## config.mk

```make
export PLATFORM = sky130hd
export DESIGN_NAME = lock_motor_travel_sequencer_top
export DESIGN_NICKNAME = d
export VERILOG_FILES = /design/src/hw/rtl/lmts_pkg.sv /design/src/hw/rtl/lmts_cfg.sv /design/src/hw/rtl/lmts_seq.sv /design/src/hw/rtl/lock_motor_travel_sequencer_top.sv
export SDC_FILE = /design/constraint.sdc
export NUM_CORES = 1
export LEC_CHECK = 0
export BUFFER_PORTS_ARGS = -buffer_cell sky130_fd_sc_hd__buf_2
export CAP_MARGIN = 15
export CORE_AREA = 5 5 144 119
export CTS_BUF_LIST = sky130_fd_sc_hd__clkbuf_2
export CTS_CLUSTER_SIZE = 25
export DETAILED_ROUTE_END_ITERATION = 7
export DIE_AREA = 0 0 149 124
export PLACE_DENSITY = 0.71
export REMOVE_ABC_BUFFERS = 1
export SLEW_MARGIN = 15
export SYNTH_ARGS = -nofsm -noshare
export SYNTH_HDL_FRONTEND = slang
export SYNTH_SLANG_ARGS = --single-unit
```

## constraint.sdc

```tcl
create_clock -name clk -period 9.66 [get_ports clk]
set_input_delay 0.966 -clock clk [delete_from_list [all_inputs] [get_ports clk]]
set_output_delay 0.966 -clock clk [all_outputs]
set_load 0.01 [all_outputs]
```

## src/hw/rtl/lmts_pkg.sv

```systemverilog
// Shared types, constants and decision functions for the lock motor travel sequencer.
// Used by lmts_cfg, lmts_seq and lock_motor_travel_sequencer_top; depends on nothing.
`default_nettype none

package lmts_pkg;

  // Datapath sizes.
  localparam int SENSE_BITS  = 12;
  localparam int COUNT_BITS  = 16;
  localparam int TICK_BITS   = 16;
  localparam int THR_BITS    = 9;
  localparam int SCALED_BITS = 9;
  localparam int PROD_BITS   = SENSE_BITS + SCALED_BITS;
  localparam int CMP_BITS    = (COUNT_BITS > TICK_BITS) ? COUNT_BITS : TICK_BITS;
  localparam int SCALE_MUL   = 280;

  // APB register map.
  localparam int ADDR_BITS = 4;
  localparam int DATA_BITS = 32;
  localparam logic [1:0] REG_THRESHOLD = 2'd0;
  localparam logic [1:0] REG_BLANK     = 2'd1;
  localparam logic [1:0] REG_TIMEOUT   = 2'd2;
  localparam logic [1:0] REG_HOLD      = 2'd3;

  localparam logic [THR_BITS-1:0]  RST_THRESHOLD = THR_BITS'(140);
  localparam logic [TICK_BITS-1:0] RST_BLANK     = TICK_BITS'(500);
  localparam logic [TICK_BITS-1:0] RST_TIMEOUT   = TICK_BITS'(10000);

  // Phase codes.
  localparam logic [2:0] PH_IDLE  = 3'd0;
  localparam logic [2:0] PH_START = 3'd1;
  localparam logic [2:0] PH_RA    = 3'd2;
  localparam logic [2:0] PH_RB    = 3'd3;
  localparam logic [2:0] PH_RC    = 3'd4;
  localparam logic [2:0] PH_LW    = 3'd5;

  // Sequence stages.
  localparam logic [1:0] ST_A   = 2'd0;
  localparam logic [1:0] ST_B   = 2'd1;
  localparam logic [1:0] ST_C   = 2'd2;
  localparam logic [1:0] ST_END = 2'd3;

  // Drive codes.
  localparam logic [1:0] DRV_OPEN  = 2'd0;
  localparam logic [1:0] DRV_RAISE = 2'd1;
  localparam logic [1:0] DRV_LOWER = 2'd2;
  localparam logic [1:0] DRV_BRAKE = 2'd3;

  // Position codes.
  localparam logic [1:0] POS_RAISED  = 2'd0;
  localparam logic [1:0] POS_LOWERED = 2'd1;
  localparam logic [1:0] POS_TRAVEL  = 2'd2;

  // Beep codes.
  localparam logic [1:0] BEEP_NONE   = 2'd0;
  localparam logic [1:0] BEEP_TRIPLE = 2'd1;
  localparam logic [1:0] BEEP_SINGLE = 2'd2;

  typedef struct packed {
    logic [THR_BITS-1:0]  stall_threshold;
    logic [TICK_BITS-1:0] blank_ticks;
    logic [TICK_BITS-1:0] timeout_ticks;
    logic                 hold_mode;
  } cfg_t;

  typedef struct packed {
    logic [1:0] drive;
    logic       ir_enable;
    logic       busy_res;
    logic       finished;
    logic       failed;
    logic [1:0] beep;
  } res_t;

  function automatic logic [1:0] phase_dir(input logic [2:0] p);
    phase_dir = (p == PH_RB || p == PH_RC) ? DRV_RAISE : DRV_LOWER;
  endfunction

  function automatic logic phase_holds(input logic [2:0] p, input logic [1:0] pos);
    case (p)
      PH_RA:   phase_holds = (pos == POS_RAISED);
      PH_RB:   phase_holds = (pos == POS_LOWERED);
      PH_RC:   phase_holds = (pos == POS_TRAVEL);
      default: phase_holds = (pos != POS_LOWERED);
    endcase
  endfunction

  // Next phase of a goal's sequence from a stage; PH_IDLE means the run is done.
  function automatic logic [2:0] select_phase(input logic goal, input logic [1:0] stage,
                                              input logic [1:0] pos);
    if (goal) begin
      select_phase = (stage == ST_A && pos != POS_LOWERED) ? PH_LW : PH_IDLE;
    end else if (stage == ST_A && pos == POS_RAISED) begin
      select_phase = PH_RA;
    end else if (stage <= ST_B && pos == POS_LOWERED) begin
      select_phase = PH_RB;
    end else if (stage <= ST_C && pos == POS_TRAVEL) begin
      select_phase = PH_RC;
    end else begin
      select_phase = PH_IDLE;
    end
  endfunction

  function automatic logic [1:0] stage_after(input logic [2:0] p);
    case (p)
      PH_RA:   stage_after = ST_B;
      PH_RB:   stage_after = ST_C;
      default: stage_after = ST_END;
    endcase
  endfunction

  function automatic logic [COUNT_BITS-1:0] sat_inc(input logic [COUNT_BITS-1:0] v);
    sat_inc = (v == {COUNT_BITS{1'b1}}) ? v : v + COUNT_BITS'(1);
  endfunction

endpackage

`default_nettype wire

```

## src/hw/rtl/lmts_cfg.sv

```systemverilog
// APB configuration register file for the lock motor travel sequencer.
// Depends on lmts_pkg for the register map, widths and reset values.
`default_nettype none

module lmts_cfg (
  input  wire logic                          clk,
  input  wire logic                          rst_n,
  input  wire logic                          psel,
  input  wire logic                          penable,
  input  wire logic                          pwrite,
  input  wire logic [lmts_pkg::ADDR_BITS-1:0] paddr,
  input  wire logic [lmts_pkg::DATA_BITS-1:0] pwdata,
  output logic      [lmts_pkg::DATA_BITS-1:0] prdata,
  output logic                               pready,
  output lmts_pkg::cfg_t                     cfg
);

  lmts_pkg::cfg_t cfg_r;
  logic [1:0]     reg_idx;
  logic           wr_en;

  assign reg_idx = paddr[3:2];
  assign pready  = 1'b1;
  assign wr_en   = psel && penable && pwrite;
  assign cfg     = cfg_r;

  always_ff @(posedge clk) begin
    if (!rst_n) begin
      cfg_r.stall_threshold <= lmts_pkg::RST_THRESHOLD;
      cfg_r.blank_ticks     <= lmts_pkg::RST_BLANK;
      cfg_r.timeout_ticks   <= lmts_pkg::RST_TIMEOUT;
      cfg_r.hold_mode       <= 1'b0;
    end else if (wr_en) begin
      case (reg_idx)
        lmts_pkg::REG_THRESHOLD: cfg_r.stall_threshold <= pwdata[lmts_pkg::THR_BITS-1:0];
        lmts_pkg::REG_BLANK:     cfg_r.blank_ticks     <= pwdata[lmts_pkg::TICK_BITS-1:0];
        lmts_pkg::REG_TIMEOUT:   cfg_r.timeout_ticks   <= pwdata[lmts_pkg::TICK_BITS-1:0];
        lmts_pkg::REG_HOLD:      cfg_r.hold_mode       <= pwdata[0];
        default: ;
      endcase
    end
  end

  always_comb begin
    case (reg_idx)
      lmts_pkg::REG_THRESHOLD: prdata = lmts_pkg::DATA_BITS'(cfg_r.stall_threshold);
      lmts_pkg::REG_BLANK:     prdata = lmts_pkg::DATA_BITS'(cfg_r.blank_ticks);
      lmts_pkg::REG_TIMEOUT:   prdata = lmts_pkg::DATA_BITS'(cfg_r.timeout_ticks);
      lmts_pkg::REG_HOLD:      prdata = lmts_pkg::DATA_BITS'(cfg_r.hold_mode);
      default:                 prdata = '0;
    endcase
  end

endmodule

`default_nettype wire

```

## src/hw/rtl/lmts_seq.sv

```systemverilog
// Run sequencer: phase state, blanking and timeout counters, and the per-item decision.
// Depends on lmts_pkg for phase codes, decision functions and the cfg_t/res_t types.
`default_nettype none

module lmts_seq (
  input  wire logic                             clk,
  input  wire logic                             rst_n,
  input  wire logic                             adv,
  input  wire logic                             op,
  input  wire logic                             target,
  input  wire logic [1:0]                       pos,
  input  wire logic [lmts_pkg::SCALED_BITS-1:0] scaled,
  input  wire lmts_pkg::cfg_t                   cfg,
  output lmts_pkg::res_t                        res
);

  logic [2:0]                     phase_r, phase_nxt;
  logic                           goal_r, goal_nxt;
  logic [lmts_pkg::COUNT_BITS-1:0] blank_r, blank_nxt;
  logic [lmts_pkg::COUNT_BITS-1:0] abort_r, abort_nxt;
  logic                           moved_r, moved_nxt;
  logic [1:0]                     drive_r, drive_nxt;

  always_comb begin
    logic [2:0] nx;
    logic       timed_out;
    logic       stall;
    logic       ok_end;
    logic       err_end;
    logic       enter;
    logic       braked;

    phase_nxt = phase_r;
    goal_nxt  = goal_r;
    blank_nxt = blank_r;
    abort_nxt = abort_r;
    moved_nxt = moved_r;
    drive_nxt = drive_r;
    nx        = lmts_pkg::PH_IDLE;
    timed_out = 1'b0;
    stall     = 1'b0;
    ok_end    = 1'b0;
    err_end   = 1'b0;
    enter     = 1'b0;
    braked    = 1'b0;
    res       = '0;

    if (op) begin
      goal_nxt  = target;
      phase_nxt = lmts_pkg::PH_START;
      abort_nxt = '0;
      blank_nxt = '0;
      moved_nxt = 1'b0;
      drive_nxt = lmts_pkg::DRV_OPEN;
    end else if (phase_r != lmts_pkg::PH_IDLE && phase_r <= lmts_pkg::PH_LW) begin
      timed_out = lmts_pkg::CMP_BITS'(abort_r) >= lmts_pkg::CMP_BITS'(cfg.timeout_ticks);
      abort_nxt = lmts_pkg::sat_inc(abort_r);
      if (phase_r == lmts_pkg::PH_START) begin
        nx    = lmts_pkg::select_phase(goal_r, lmts_pkg::ST_A, pos);
        enter = 1'b1;
      end else if (lmts_pkg::phase_holds(phase_r, pos)) begin
        stall = (lmts_pkg::CMP_BITS'(blank_r) >= lmts_pkg::CMP_BITS'(cfg.blank_ticks)) &&
                (scaled > cfg.stall_threshold);
        blank_nxt = lmts_pkg::sat_inc(blank_r);
        if (stall) begin
          if (cfg.hold_mode || phase_r == lmts_pkg::PH_RA) begin
            err_end = 1'b1;
          end else begin
            // Reversal restarts the opposite goal's sequence on this tick.
            goal_nxt = ~goal_r;
            nx       = lmts_pkg::select_phase(~goal_r, lmts_pkg::ST_A, pos);
            enter    = 1'b1;
          end
        end else if (timed_out) begin
          err_end = 1'b1;
        end else begin
          drive_nxt = lmts_pkg::phase_dir(phase_r);
        end
      end else begin
        nx     = lmts_pkg::select_phase(goal_r, lmts_pkg::stage_after(phase_r), pos);
        enter  = 1'b1;
        braked = 1'b1;
      end

      if (enter) begin
        if (nx != lmts_pkg::PH_IDLE) begin
          phase_nxt = nx;
          blank_nxt = '0;
          moved_nxt = 1'b1;
          drive_nxt = braked ? lmts_pkg::DRV_BRAKE : lmts_pkg::phase_dir(nx);
        end else begin
          ok_end = 1'b1;
        end
      end
    end else begin
      phase_nxt = lmts_pkg::PH_IDLE;
      drive_nxt = lmts_pkg::DRV_OPEN;
    end

    if (ok_end || err_end) begin
      res.finished = 1'b1;
      res.failed   = err_end;
      if (ok_end && !(cfg.hold_mode && !moved_nxt)) begin
        res.beep = goal_nxt ? lmts_pkg::BEEP_SINGLE : lmts_pkg::BEEP_TRIPLE;
      end
      phase_nxt = lmts_pkg::PH_IDLE;
      drive_nxt = lmts_pkg::DRV_OPEN;
    end

    res.drive     = drive_nxt;
    res.ir_enable = (phase_nxt != lmts_pkg::PH_IDLE);
    res.busy_res  = (phase_nxt != lmts_pkg::PH_IDLE);
  end

  always_ff @(posedge clk) begin
    if (!rst_n) begin
      phase_r <= lmts_pkg::PH_IDLE;
      goal_r  <= 1'b0;
      blank_r <= '0;
      abort_r <= '0;
      moved_r <= 1'b0;
      drive_r <= lmts_pkg::DRV_OPEN;
    end else if (adv) begin
      phase_r <= phase_nxt;
      goal_r  <= goal_nxt;
      blank_r <= blank_nxt;
      abort_r <= abort_nxt;
      moved_r <= moved_nxt;
      drive_r <= drive_nxt;
    end
  end

endmodule

`default_nettype wire

```

## src/hw/rtl/lock_motor_travel_sequencer_top.sv

```systemverilog
// Top level of the lock motor travel sequencer: input register, result register, APB port.
// Depends on lmts_pkg, lmts_cfg and lmts_seq.
//
//   Channel   Direction  Handshake            Payload
//   in_       in         in_valid / in_stall  op, target, position, sense_raw
//   out_      out        out_valid/out_stall  drive, ir_enable, busy_res, finished, failed, beep
//   APB       in/out     psel/penable/pready  paddr, pwdata, pwrite, prdata
//
// One item is taken per clock cycle while in_stall is low. An accepted item lands in the input
// register, where the current-sense sample is already scaled by 280/4096 with one small
// multiplier; when the result register is free or being emptied by a transfer, the sequencer
// decides and the result register loads.
// The sequencer state updates in the same cycle the result register loads.
// Reset is synchronous and active low: it clears both valid flags, the sequencer state and
// restores the register defaults. A stall on the result side holds the result register and,
// once the input register is also full, raises in_stall in the same cycle.
`default_nettype none

module lock_motor_travel_sequencer_top (
  input  wire logic                             clk,
  input  wire logic                             rst_n,
  // Input channel.
  input  wire logic                             in_valid,
  output logic                                  in_stall,
  input  wire logic                             in_op,
  input  wire logic                             in_target,
  input  wire logic [1:0]                       in_position,
  input  wire logic [lmts_pkg::SENSE_BITS-1:0]  in_sense_raw,
  // Result channel.
  output logic                                  out_valid,
  input  wire logic                             out_stall,
  output logic [1:0]                            out_drive,
  output logic                                  out_ir_enable,
  output logic                                  out_busy_res,
  output logic                                  out_finished,
  output logic                                  out_failed,
  output logic [1:0]                            out_beep,
  // Configuration port.
  input  wire logic                             psel,
  input  wire logic                             penable,
  input  wire logic                             pwrite,
  input  wire logic [lmts_pkg::ADDR_BITS-1:0]   paddr,
  input  wire logic [lmts_pkg::DATA_BITS-1:0]   pwdata,
  output logic      [lmts_pkg::DATA_BITS-1:0]   prdata,
  output logic                                  pready
);

  lmts_pkg::cfg_t cfg;
  lmts_pkg::res_t res;
  lmts_pkg::res_t res_r;

  // Input register.
  logic                             in_vld_r, in_vld_nxt;
  logic                             op_r;
  logic                             target_r;
  logic [1:0]                       pos_r;
  logic [lmts_pkg::SCALED_BITS-1:0] scaled_r, scaled_nxt;
  logic [lmts_pkg::PROD_BITS-1:0]   prod;

  // Result register valid.
  logic out_vld_r, out_vld_nxt;

  logic adv;
  logic in_fire;

  // The decision stage advances when it holds an item and the result register is free
  // or being emptied by a transfer in this cycle.
  assign adv      = in_vld_r && (!out_vld_r || !out_stall);
  assign in_stall = in_vld_r && !adv;
  assign in_fire  = in_valid && !in_stall;

  // Scaled level is floor(raw * 280 / 2^SENSE_BITS), which always fits in nine bits.
  assign prod       = lmts_pkg::PROD_BITS'(in_sense_raw) *
                      lmts_pkg::PROD_BITS'(lmts_pkg::SCALE_MUL);
  assign scaled_nxt = prod[lmts_pkg::PROD_BITS-1:lmts_pkg::SENSE_BITS];

  assign in_vld_nxt  = in_fire ? 1'b1 : (adv ? 1'b0 : in_vld_r);
  assign out_vld_nxt = adv ? 1'b1 : (out_stall ? out_vld_r : 1'b0);

  always_ff @(posedge clk) begin
    if (!rst_n) begin
      in_vld_r  <= 1'b0;
      out_vld_r <= 1'b0;
    end else begin
      in_vld_r  <= in_vld_nxt;
      out_vld_r <= out_vld_nxt;
    end
  end

  // Payload registers carry no reset; they only load alongside a transfer.
  always_ff @(posedge clk) begin
    if (in_fire) begin
      op_r     <= in_op;
      target_r <= in_target;
      pos_r    <= in_position;
      scaled_r <= scaled_nxt;
    end
    if (adv) begin
      res_r <= res;
    end
  end

  lmts_cfg u_cfg (
    .clk     (clk),
    .rst_n   (rst_n),
    .psel    (psel),
    .penable (penable),
    .pwrite  (pwrite),
    .paddr   (paddr),
    .pwdata  (pwdata),
    .prdata  (prdata),
    .pready  (pready),
    .cfg     (cfg)
  );

  lmts_seq u_seq (
    .clk    (clk),
    .rst_n  (rst_n),
    .adv    (adv),
    .op     (op_r),
    .target (target_r),
    .pos    (pos_r),
    .scaled (scaled_r),
    .cfg    (cfg),
    .res    (res)
  );

  assign out_valid     = out_vld_r;
  assign out_drive     = res_r.drive;
  assign out_ir_enable = res_r.ir_enable;
  assign out_busy_res  = res_r.busy_res;
  assign out_finished  = res_r.finished;
  assign out_failed    = res_r.failed;
  assign out_beep      = res_r.beep;

endmodule

`default_nettype wire
```

Word level (Yosys, flattened, before mapping)

Cells that the tools add are included.

Bits in registers: 103
Logic and storage cells: 178

Add/sub/neg operators: 2
Multipliers: 1
Order comparisons: 6
Equal/unequal tests: 16
Muxes and demuxes: 92
Bitwise logic cells: 1
Reduce and logical (&&, ||, !) cells: 39

Operators with widths:

| cell                                                                   | number |
|---|---|
| 16-bit 2-to-1 mux                                                      | 10 |
| 32-bit one-hot mux with 4 select lines                                 | 1 |
| 3-bit 2-to-1 mux                                                       | 22 |
| 1-bit 2-to-1 mux                                                       | 38 |
| 2-bit 2-to-1 mux                                                       | 18 |
| 16-bit by 1-bit adder with 16-bit output (second input constant)       | 2 |
| 16-bit equality test (second input constant)                           | 2 |
| 16-bit >= comparator                                                   | 2 |
| 12-bit by 6-bit multiplier with 18-bit output (second input constant)  | 1 |
| 1-bit logical AND                                                      | 13 |
| 2-bit AND reduction                                                    | 6 |
| 3-bit by 2-bit equality test with 1-bit output (second input constant) | 3 |
| 9-bit greater-than comparator                                          | 1 |
| 3-bit nonzero test                                                     | 3 |
| 2-bit equality test (second input constant)                            | 3 |
| 3-bit equality test (second input constant)                            | 2 |
| 1-bit zero test                                                        | 6 |
| 2-bit zero test                                                        | 3 |
| 1-bit logical OR                                                       | 5 |
| 2-bit by 1-bit equality test with 1-bit output (second input constant) | 2 |
| 4-bit 2-to-1 mux                                                       | 1 |
| 2-bit by 1-bit != test with 1-bit output (second input constant)       | 2 |
| 2-bit one-hot mux with 2 select lines                                  | 1 |
| 2-bit nonzero test                                                     | 2 |
| other kinds (8)                                                        | 8 |

Logic depth before layout (Yosys ltp)

Gate-level depths: netlist of the first run.

Word-level depth: 30
Mapped depth: 14
Mapped depth without buffers: 14

By module

From an unflattened synthesis of the first run, not the netlist that was laid out.

Cell total of the unflattened synthesis: 836
Area, all modules: 7445.9 sq um

By module, submodules not included:

| module                          | instances | cells each | area an instance (sq um) | sequential area each (sq um) |
|---|---|---|---|---|
| lmts_seq                        | 1         | 449        | 3621.0                   | 740.7 |
| lmts_cfg                        | 1         | 233        | 2088.3                   | 840.8 |
| lock_motor_travel_sequencer_top | 1         | 154        | 1736.7                   | 670.6 |

Least setup slack after synthesis of the first run

OpenSTA, ideal clock, no wires.

Kind: input to register
Start point: input in_sense_raw[5] in the netlist's numbering
End point: register scaled_r[7] in the netlist's numbering, data pin
Setup time: 0.258 ns
Arrival: 3.963 ns
Required time: 9.402 ns
Path slack: 5.440 ns
Cell stages on the path: 13
Cells stage by stage: ha_1 ha_1 inv_1 fa_1 inv_1 ha_1 a2111oi_0 o21ai_0 a221oi_1 o21ai_0 o22ai_1 nand2b_1 xnor2_1

Cells in the longest elaborated chain, start to end: 1

Ends and longest elaborated chain:

| element                                       | RTL line                              | source |
|---|---|---|
| start: declaration                            | lock_motor_travel_sequencer_top.sv:28 | `input wire logic [lmts_pkg::SENSE_BITS-1:0] in_sense_raw,` |
| 12-bit by 6-bit multiplier with 18-bit output | lock_motor_travel_sequencer_top.sv:73 | `assign prod = lmts_pkg::PROD_BITS'(in_sense_raw) *` |
| net prod, one bit                             | lock_motor_travel_sequencer_top.sv:58 | `logic [lmts_pkg::PROD_BITS-1:0] prod;` |
| end signal: assignment                        | lock_motor_travel_sequencer_top.sv:96 | `scaled_r <= scaled_nxt;` |
| end: declaration                              | lock_motor_travel_sequencer_top.sv:57 | `logic [lmts_pkg::SCALED_BITS-1:0] scaled_r, scaled_nxt;` |

The timed path passes the listed nets, and every way through them passes these cells.
A chain may end at the register's enable or synchronous reset.

Worst setup path after layout of the first run

Same ends and word-level chain as after synthesis.

==> results of run 1 <==
critical path, stage by stage:
cell and delay, ps:
buf_2 120, ha_1 290, ha_1 270, inv_1 50, fa_1 530, inv_1 40, ha_1 300, a2111oi_0 370
o21ai_0 240, a221oi_1 500, o21ai_0 260, o22ai_1 280, nand2b_1 160, xnor2_1 60
cell usage after synthesis, types with 8 or more instances:
cell      instances  area [um2]
dfxtp_1          81        1620
nor2b_1          10        62.6
buf_4            19         143
a21oi_1          60         300
a22o_1           10        87.6
nand3_1          22         110
o211ai_1         14         105
xnor2_1          13         114
o21ai_0          35         175
a211oi_1          8        60.1
nand2_1         126         473
a311oi_1          8        70.1
xor2_1            8        70.1
a31oi_1           8        50.1
clkbuf_1         21        78.8
mux2i_1          11         110
inv_1            88         330
nand4_1          12        75.1
and3_1           13        81.3
nand2b_1         10        62.6
nor3_1           15        75.1
ha_1             78         976
nor2_1           45         169
or3_1             9        56.3
edfxtp_1         20         601
where the power goes:
part           switching (W)  internal [W]
registers         0.00000932      0.000452
logic               0.000102     0.0000693
clock network       0.000153     0.0000349
total               0.000265      0.000556
layer usage:
| metal | part of all wire (%) | vias up |
|---|---|---|
| met1 | 49 | 2716 |
| met2 | 43 | 183 |
| li1 | - | 2944 |
| met3 | 6.4 | 18 |
| met4 | 0.96 | 0 |
| met5 | 0 | - |
worst max path at each step:
stage | slack (ps) | startpoint | end | depth (start not counted)
3_3_place_gp | 4970 | in_sense_raw[5] | scaled_r[7] | 14
4_1_cts | 5650 | in_sense_raw[5] | scaled_r[7] | 14
2_1_floorplan | 5440 | in_sense_raw[5] | scaled_r[7] | 13
6_report | 5660 | in_sense_raw[5] | scaled_r[7] | 14
5_1_grt | 5260 | in_sense_raw[5] | scaled_r[7] | 14
3_5_place_dp | 4900 | in_sense_raw[5] | scaled_r[7] | 14
sequential cells by signal (all words and copies together) (netlist names):
name / cells
u_cfg.cfg: 42
u_seq.abort_r: 16
u_seq.blank_r: 16
scaled_r: 9
u_seq.phase_r: 3
out_beep: 2
out_drive: 2
pos_r: 2
in_vld_r: 1
op_r: 1
out_busy_res: 1
out_failed: 1
out_finished: 1
out_valid: 1
target_r: 1
u_seq.goal_r: 1
u_seq.moved_r: 1
metrics by stage:
| step | hold slack, ps | cells | utilization (%) |
|---|---|---|---|
| final | 486 | 1094 | 47.4 |
| after global routing | 456 | 1094 | 47.4 |
| after CTS | 464 | 1094 | 47.4 |
| after detailed placement | 461 | 1078 | 46.8 |
| after global placement | 457 | 1078 | 46.8 |
| after floorplan | 441 | 792 | - |
final cells by class:
cell class | instances | area, um2
Sequential cell | 101 | 2220
Clock inverter | 7 | 48.8
Multi-Input combinational cell | 602 | 4060
Inverter | 89 | 334
Timing Repair Buffer | 71 | 368
Fill cell | 1567 | 8150
Clock buffer | 9 | 45.0
Tap cell | 215 | 269
cells by family after synthesis:
logic type | count (synthesis) | synth area share (%)
simple gates | 287 | 19.8
flops | 101 | 32.6
compound gates | 180 | 17.8
fa+ha+maj | 85 | 16.4
other cells | 2 | 0.110
mux | 12 | 1.95
xor+xnor | 21 | 2.70
buf+inv | 135 | 8.65
layout by cell type (no fill, tap or decap), types with 4 or more instances in the layout:
master / n
and3_1: 13
ha_1: 78
nand2b_1: 10
fa_1: 7
a21o_1: 4
mux2i_1: 11
o211ai_1: 14
nor3_1: 15
buf_4: 5
nor2_1: 45
buf_2: 66
xnor2_1: 13
o21ai_0: 35
nor4_1: 6
nand3_1: 22
a211oi_1: 8
inv_1: 88
edfxtp_1: 20
conb_1: 17
a311oi_1: 8
dfxtp_1: 81
a22o_1: 10
a21oi_1: 60
clkbuf_2: 9
and2_1: 7
or3_1: 9
xor2_1: 8
nand2_1: 126
nand4_1: 12
a41oi_1: 4
nor2b_1: 10
a31oi_1: 8
==> run_results.csv, run 1 <==
group,metric,value,unit
min_path,min_to,"u_cfg.cfg[26]",
placement,portBuffers,66,
logic_synthesis,synth_flop_cell,"dfxtp_1",
worst_setup_path,critPathKind,"input pin to register",
logic_synthesis,avgSynthCellArea,8.28,um2
logic_synthesis,yosysSeqAreaShare,32.6,%
routing,drt_iter0_drc,432,
timing,rsz0062_at_grt,"no",
pwr,p_per_area,112,nW/um2
worst_setup_path,worstPathMaxFanout,3,
timing,clock_skew,41.4,ps
worst_setup_path,timing.rr.start,"pos_r[0]",
pwr,ir_drop,0.0000608,V
clock_network,cts_hold_buf,0,
routing,postRouteAntennaNets,0,
global_routing,use_met1,26.2,%
placement,gp_congestion,0.872,
floorplanning,start_util,44.0,%
clock_network,clock-sinks,101,
worst_setup_path,required,10110,ps
clock_network,root_buffer,"clkbuf_2",
clock_network,cts_made_buffers,9,
worst_setup_path,rr_worst_depth,8,
floorplanning,rows,41,
min_path,holdPathStages,2,
routing,vias,5861,
worst_setup_path,end_kind,"register",
global_routing,grt_max_degree,47,
logic_synthesis,synth.distinct_cells,68,
worst_setup_path,r2r-end,"out_beep[1]",
clock_network,cts_setup_buffers,0,
timing,drv_slew,0,
logic_synthesis,synth_enable_flop_cells,20,
timing,fin_crit_sh,41.4,%
routing,wl_per_cell,15.1,um
routing,drc,0,
global_routing,grt_use_total,18.2,%
floorplanning,die_w,149,um
worst_setup_path,cp.arrival,4450,ps
pwr,leakage,3.13,nW
timing,hold_viol_final,0,
logic_synthesis,async_flop_share,0,%
routing,viasPerCell,5.36,
clock_network,ctsHtreeMaxLevel,3,
placement,place_area,7250,um2
final_layout,final_layout_size_suffix_gt1_share,10.9,%
final_layout,finalInstanceArea,7340,um2
global_routing,antenna_found_initial,0,
floorplanning,core_area,15500,um2
timing,final-setup-viol-count,0,
timing,setup-tns-final,0,ps
run,cap_violations,0,
routing,dr.pass1.iters,5,
clock_network,clock_path_buffers,2,
timing,fin_ws,5660,ps
clock_network,tritoncts,"done",
final_layout,nets,1018,
global_routing,grt_overflow,0,
clock_network,cts_resized,0,
logic_synthesis,synth-seq-cells,101,
logic_synthesis,syn_area,6810,um2
clock_network,cts.clk_slew.worst_paths,290,ps
placement,dp_slack,4900,ps
pwr,finalPower,0.000821,W
routing,finalWirelength,16500,um
worst_setup_path,critPathLaunchType,"input pin",
final_layout,n_antenna_cell,0,
run_status,run_status,"complete, no violations",
global_routing,use_met2,28.4,%
global_routing,gr-usage-met3,3.46,%
timing,relSlewSlack,34.6,%
floorplanning,die-area,18500,um2
logic_synthesis,synth_cells,823,
min_path,hold_path_startpoint,"u_cfg.cfg[26]",
logic_synthesis,synth-warning-count,0,
floorplanning,die_y,124,um
placement,hpwl,12700,um
clock_network,clk_latency,640,ps
timing,tightest_slew,972,ps
timing,min_period,4000,ps
worst_setup_path,r2r_slack,6200,ps
global_routing,grt_pass1_vias,5342,
final_layout,syn_to_final_growth,7.81,%
global_routing,grt_pass1_wl,26800,um
global_routing,busiest_layer,"met2",
min_path,min_path_type,"register to register",
floorplanning,ios,102,
timing,max_freq,250,MHz
Power figures use the tool's default switching activity.
==> run 2, diff against run 1 <==
Settings changed: PLACE_DENSITY 0.71 to 0.74.
Clock period 9.66 ns to 3.31 ns, I/O delays scaled along.
==> run_results.csv, run 2 (synthesis gave the netlist of run 1 again) <==
group,metric,value,unit
clock_network,cts_setup_buffers,0,
timing,tightest_slew,895,ps
final_layout,final_layout_size_suffix_gt1_share,13.6,%
global_routing,grt_pass1_vias,5612,
final_layout,final_common_cell,"nand2_1",
worst_setup_path,cp.arrival,3600,ps
final_layout,nFillCells,1501,
placement,hpwl,13100,um
clock_network,tritoncts,"done",
run_status,run_status,"complete, no violations",
worst_setup_path,worstPathMaxFanout,27,
timing,final-setup-viol-count,0,
min_path,min_path_type,"input pin to register",
final_layout,regArea,2220,um2
final_layout,n_antenna_cell,0,
final_layout,layout_common_cells,"nand2_1 (126), inv_1 (88), dfxtp_1 (81), ha_1 (78), buf_2 (66)",
routing,postRouteAntennaNets,0,
routing,vias,6035,
timing,hold_viol_final,0,
global_routing,antenna_found_initial,0,
worst_setup_path,crit_chain,"o21bai_1, a31o_1, or3_1, a32o_1, a2111oi_4, buf_12, and4_1, a31oi_1, a311oi_1",
routing,finalWirelength,17100,um
floorplanning,start_util,44.0,%
floorplanning,die_w,149,um
timing,min_period,3070,ps
clock_network,cts_made_buffers,9,
worst_setup_path,path_buf_inv,1,
placement,portBuffers,66,
final_layout,syn_to_final_growth,15.1,%
placement,dp_cells,1106,
timing,drv_slew,0,
timing,clock_skew,34.9,ps
timing,rsz0062_at_grt,"no",
floorplanning,die-area,18500,um2
worst_setup_path,cp_top_family,"compound AO/OA/AOI/OAI gates",
final_layout,largest_reg_flops,42,
worst_setup_path,critPathKind,"register to register",
min_path,hold_path_startpoint,"in_sense_raw[10]",
pwr,p_per_area,325,nW/um2
run,cap_violations,0,
routing,drc,0,
timing,fin_crit_sh,92.8,%
worst_setup_path,timing.rr.start,"u_seq.phase_r[0]",
worst_setup_path,required,3830,ps
pwr,leakage,3.38,nW
floorplanning,core_area,15500,um2
clock_network,cts.clk_slew.worst_paths,290,ps
final_layout,stdcell_count,1146,
routing,viasPerCell,5.27,
global_routing,grt_overflow,0,
pwr,ir_drop,0.000161,V
global_routing,grt_pass1_wl,27900,um
clock_network,ctsHtreeMaxLevel,3,
floorplanning,ios,102,
timing,max_freq,326,MHz
placement,dp_slack,-445,ps
worst_setup_path,crit_slowest_cell,"dfxtp_1",
final_layout,fin_util,50.6,%
clock_network,root_buffer,"clkbuf_2",
routing,drt_iter0_drc,441,
floorplanning,die_y,124,um
routing,dr.pass1.iters,5,
final_layout,multi_input_area,4070,um2
timing,fin_ws,238,ps
final_layout,nets,1070,
timing,relSlewSlack,40.3,%
placement,gp_congestion,0.904,
worst_setup_path,critPathLaunchType,"register",
global_routing,grt_use_total,18.9,%
clock_network,clock-sinks,101,
clock_network,clock_path_buffers,2,
worst_setup_path,end_kind,"register",
worst_setup_path,crit_start,"u_seq.phase_r[0]",
routing,wl_per_cell,14.9,um
floorplanning,rows,41,
global_routing,grt_max_degree,47,
worst_setup_path,slowest_delay,580,ps
clock_network,clk_latency,620,ps
[run 2: cell count changes in the layout (fill, tap and decap cells not counted), moves of 2 or more]
cell,before,now
clkbuf_2,9,11
buf_4,5,32
dlygate4sd3_1,0,24
clkinv_4,2,0
[run 2: what timing repair did]
item / in CTS / in global routing
endpoints found under the setup margin: 0 / 5
gates resized for setup: 0 / 3
endpoints found under the hold margin: 48 / 11
hold buffers: 23 / 1
[run 2: report_power, final]
part	switching [W]	internal [W]	total, W	leakage [nW]
Clock	0.000432	0.000185	0.000617	0.0729
Combinational	0.000320	0.000265	0.000585	2.46
Sequential	0.0000246	0.00132	0.00134	0.847
Total	0.000777	0.00177	0.00255	3.38
[run 2: area by class of cell]
cell class	count	area share, %
Clock inverter	5	0.766
Inverter	89	4.26
Multi-Input combinational cell	602	51.9
Sequential cell	101	28.3
Tap cell	215	3.43
Clock buffer	11	0.702
Timing Repair Buffer	123	10.6
[run 2: per-stage QoR]
stage	hold WS (ps)	power [W]	TNS (ps)	area [um2]
3_3_place_gp	454	0.00191	-1940	7470
4_1_cts	9.57	0.00255	0	7820
2_1_floorplan	420	0.00171	-596	6610
5_1_grt	20.1	0.00270	0	7840
6_report	90.2	0.00255	0	7840
3_5_place_dp	465	0.00192	-2410	7470
[run 2: worst paths after layout]
check                     end  slack (ps)  cells past startpoint
max          u_seq.blank_r[9]         240                      9
min               scaled_r[6]          90                      3
min reg2reg     u_cfg.cfg[31]         500                      2
max reg2reg  u_seq.blank_r[9]         240                      9
[run 2: metal layers]
metal / vias up / part of all wire, % / global-route usage [%]
met5: - / 0 / 0
met4: 0 / 1.1 / 3.60
met3: 13 / 6.6 / 4.44
met2: 190 / 43 / 30.0
met1: 2779 / 49 / 26.6
li1: 3053 / - / -
[run 2: worst min-delay path, delay by kind of cell]
family,cells,cell delay (ps)
xor gates and xnor gates,1,60
buffers and inverters,2,210
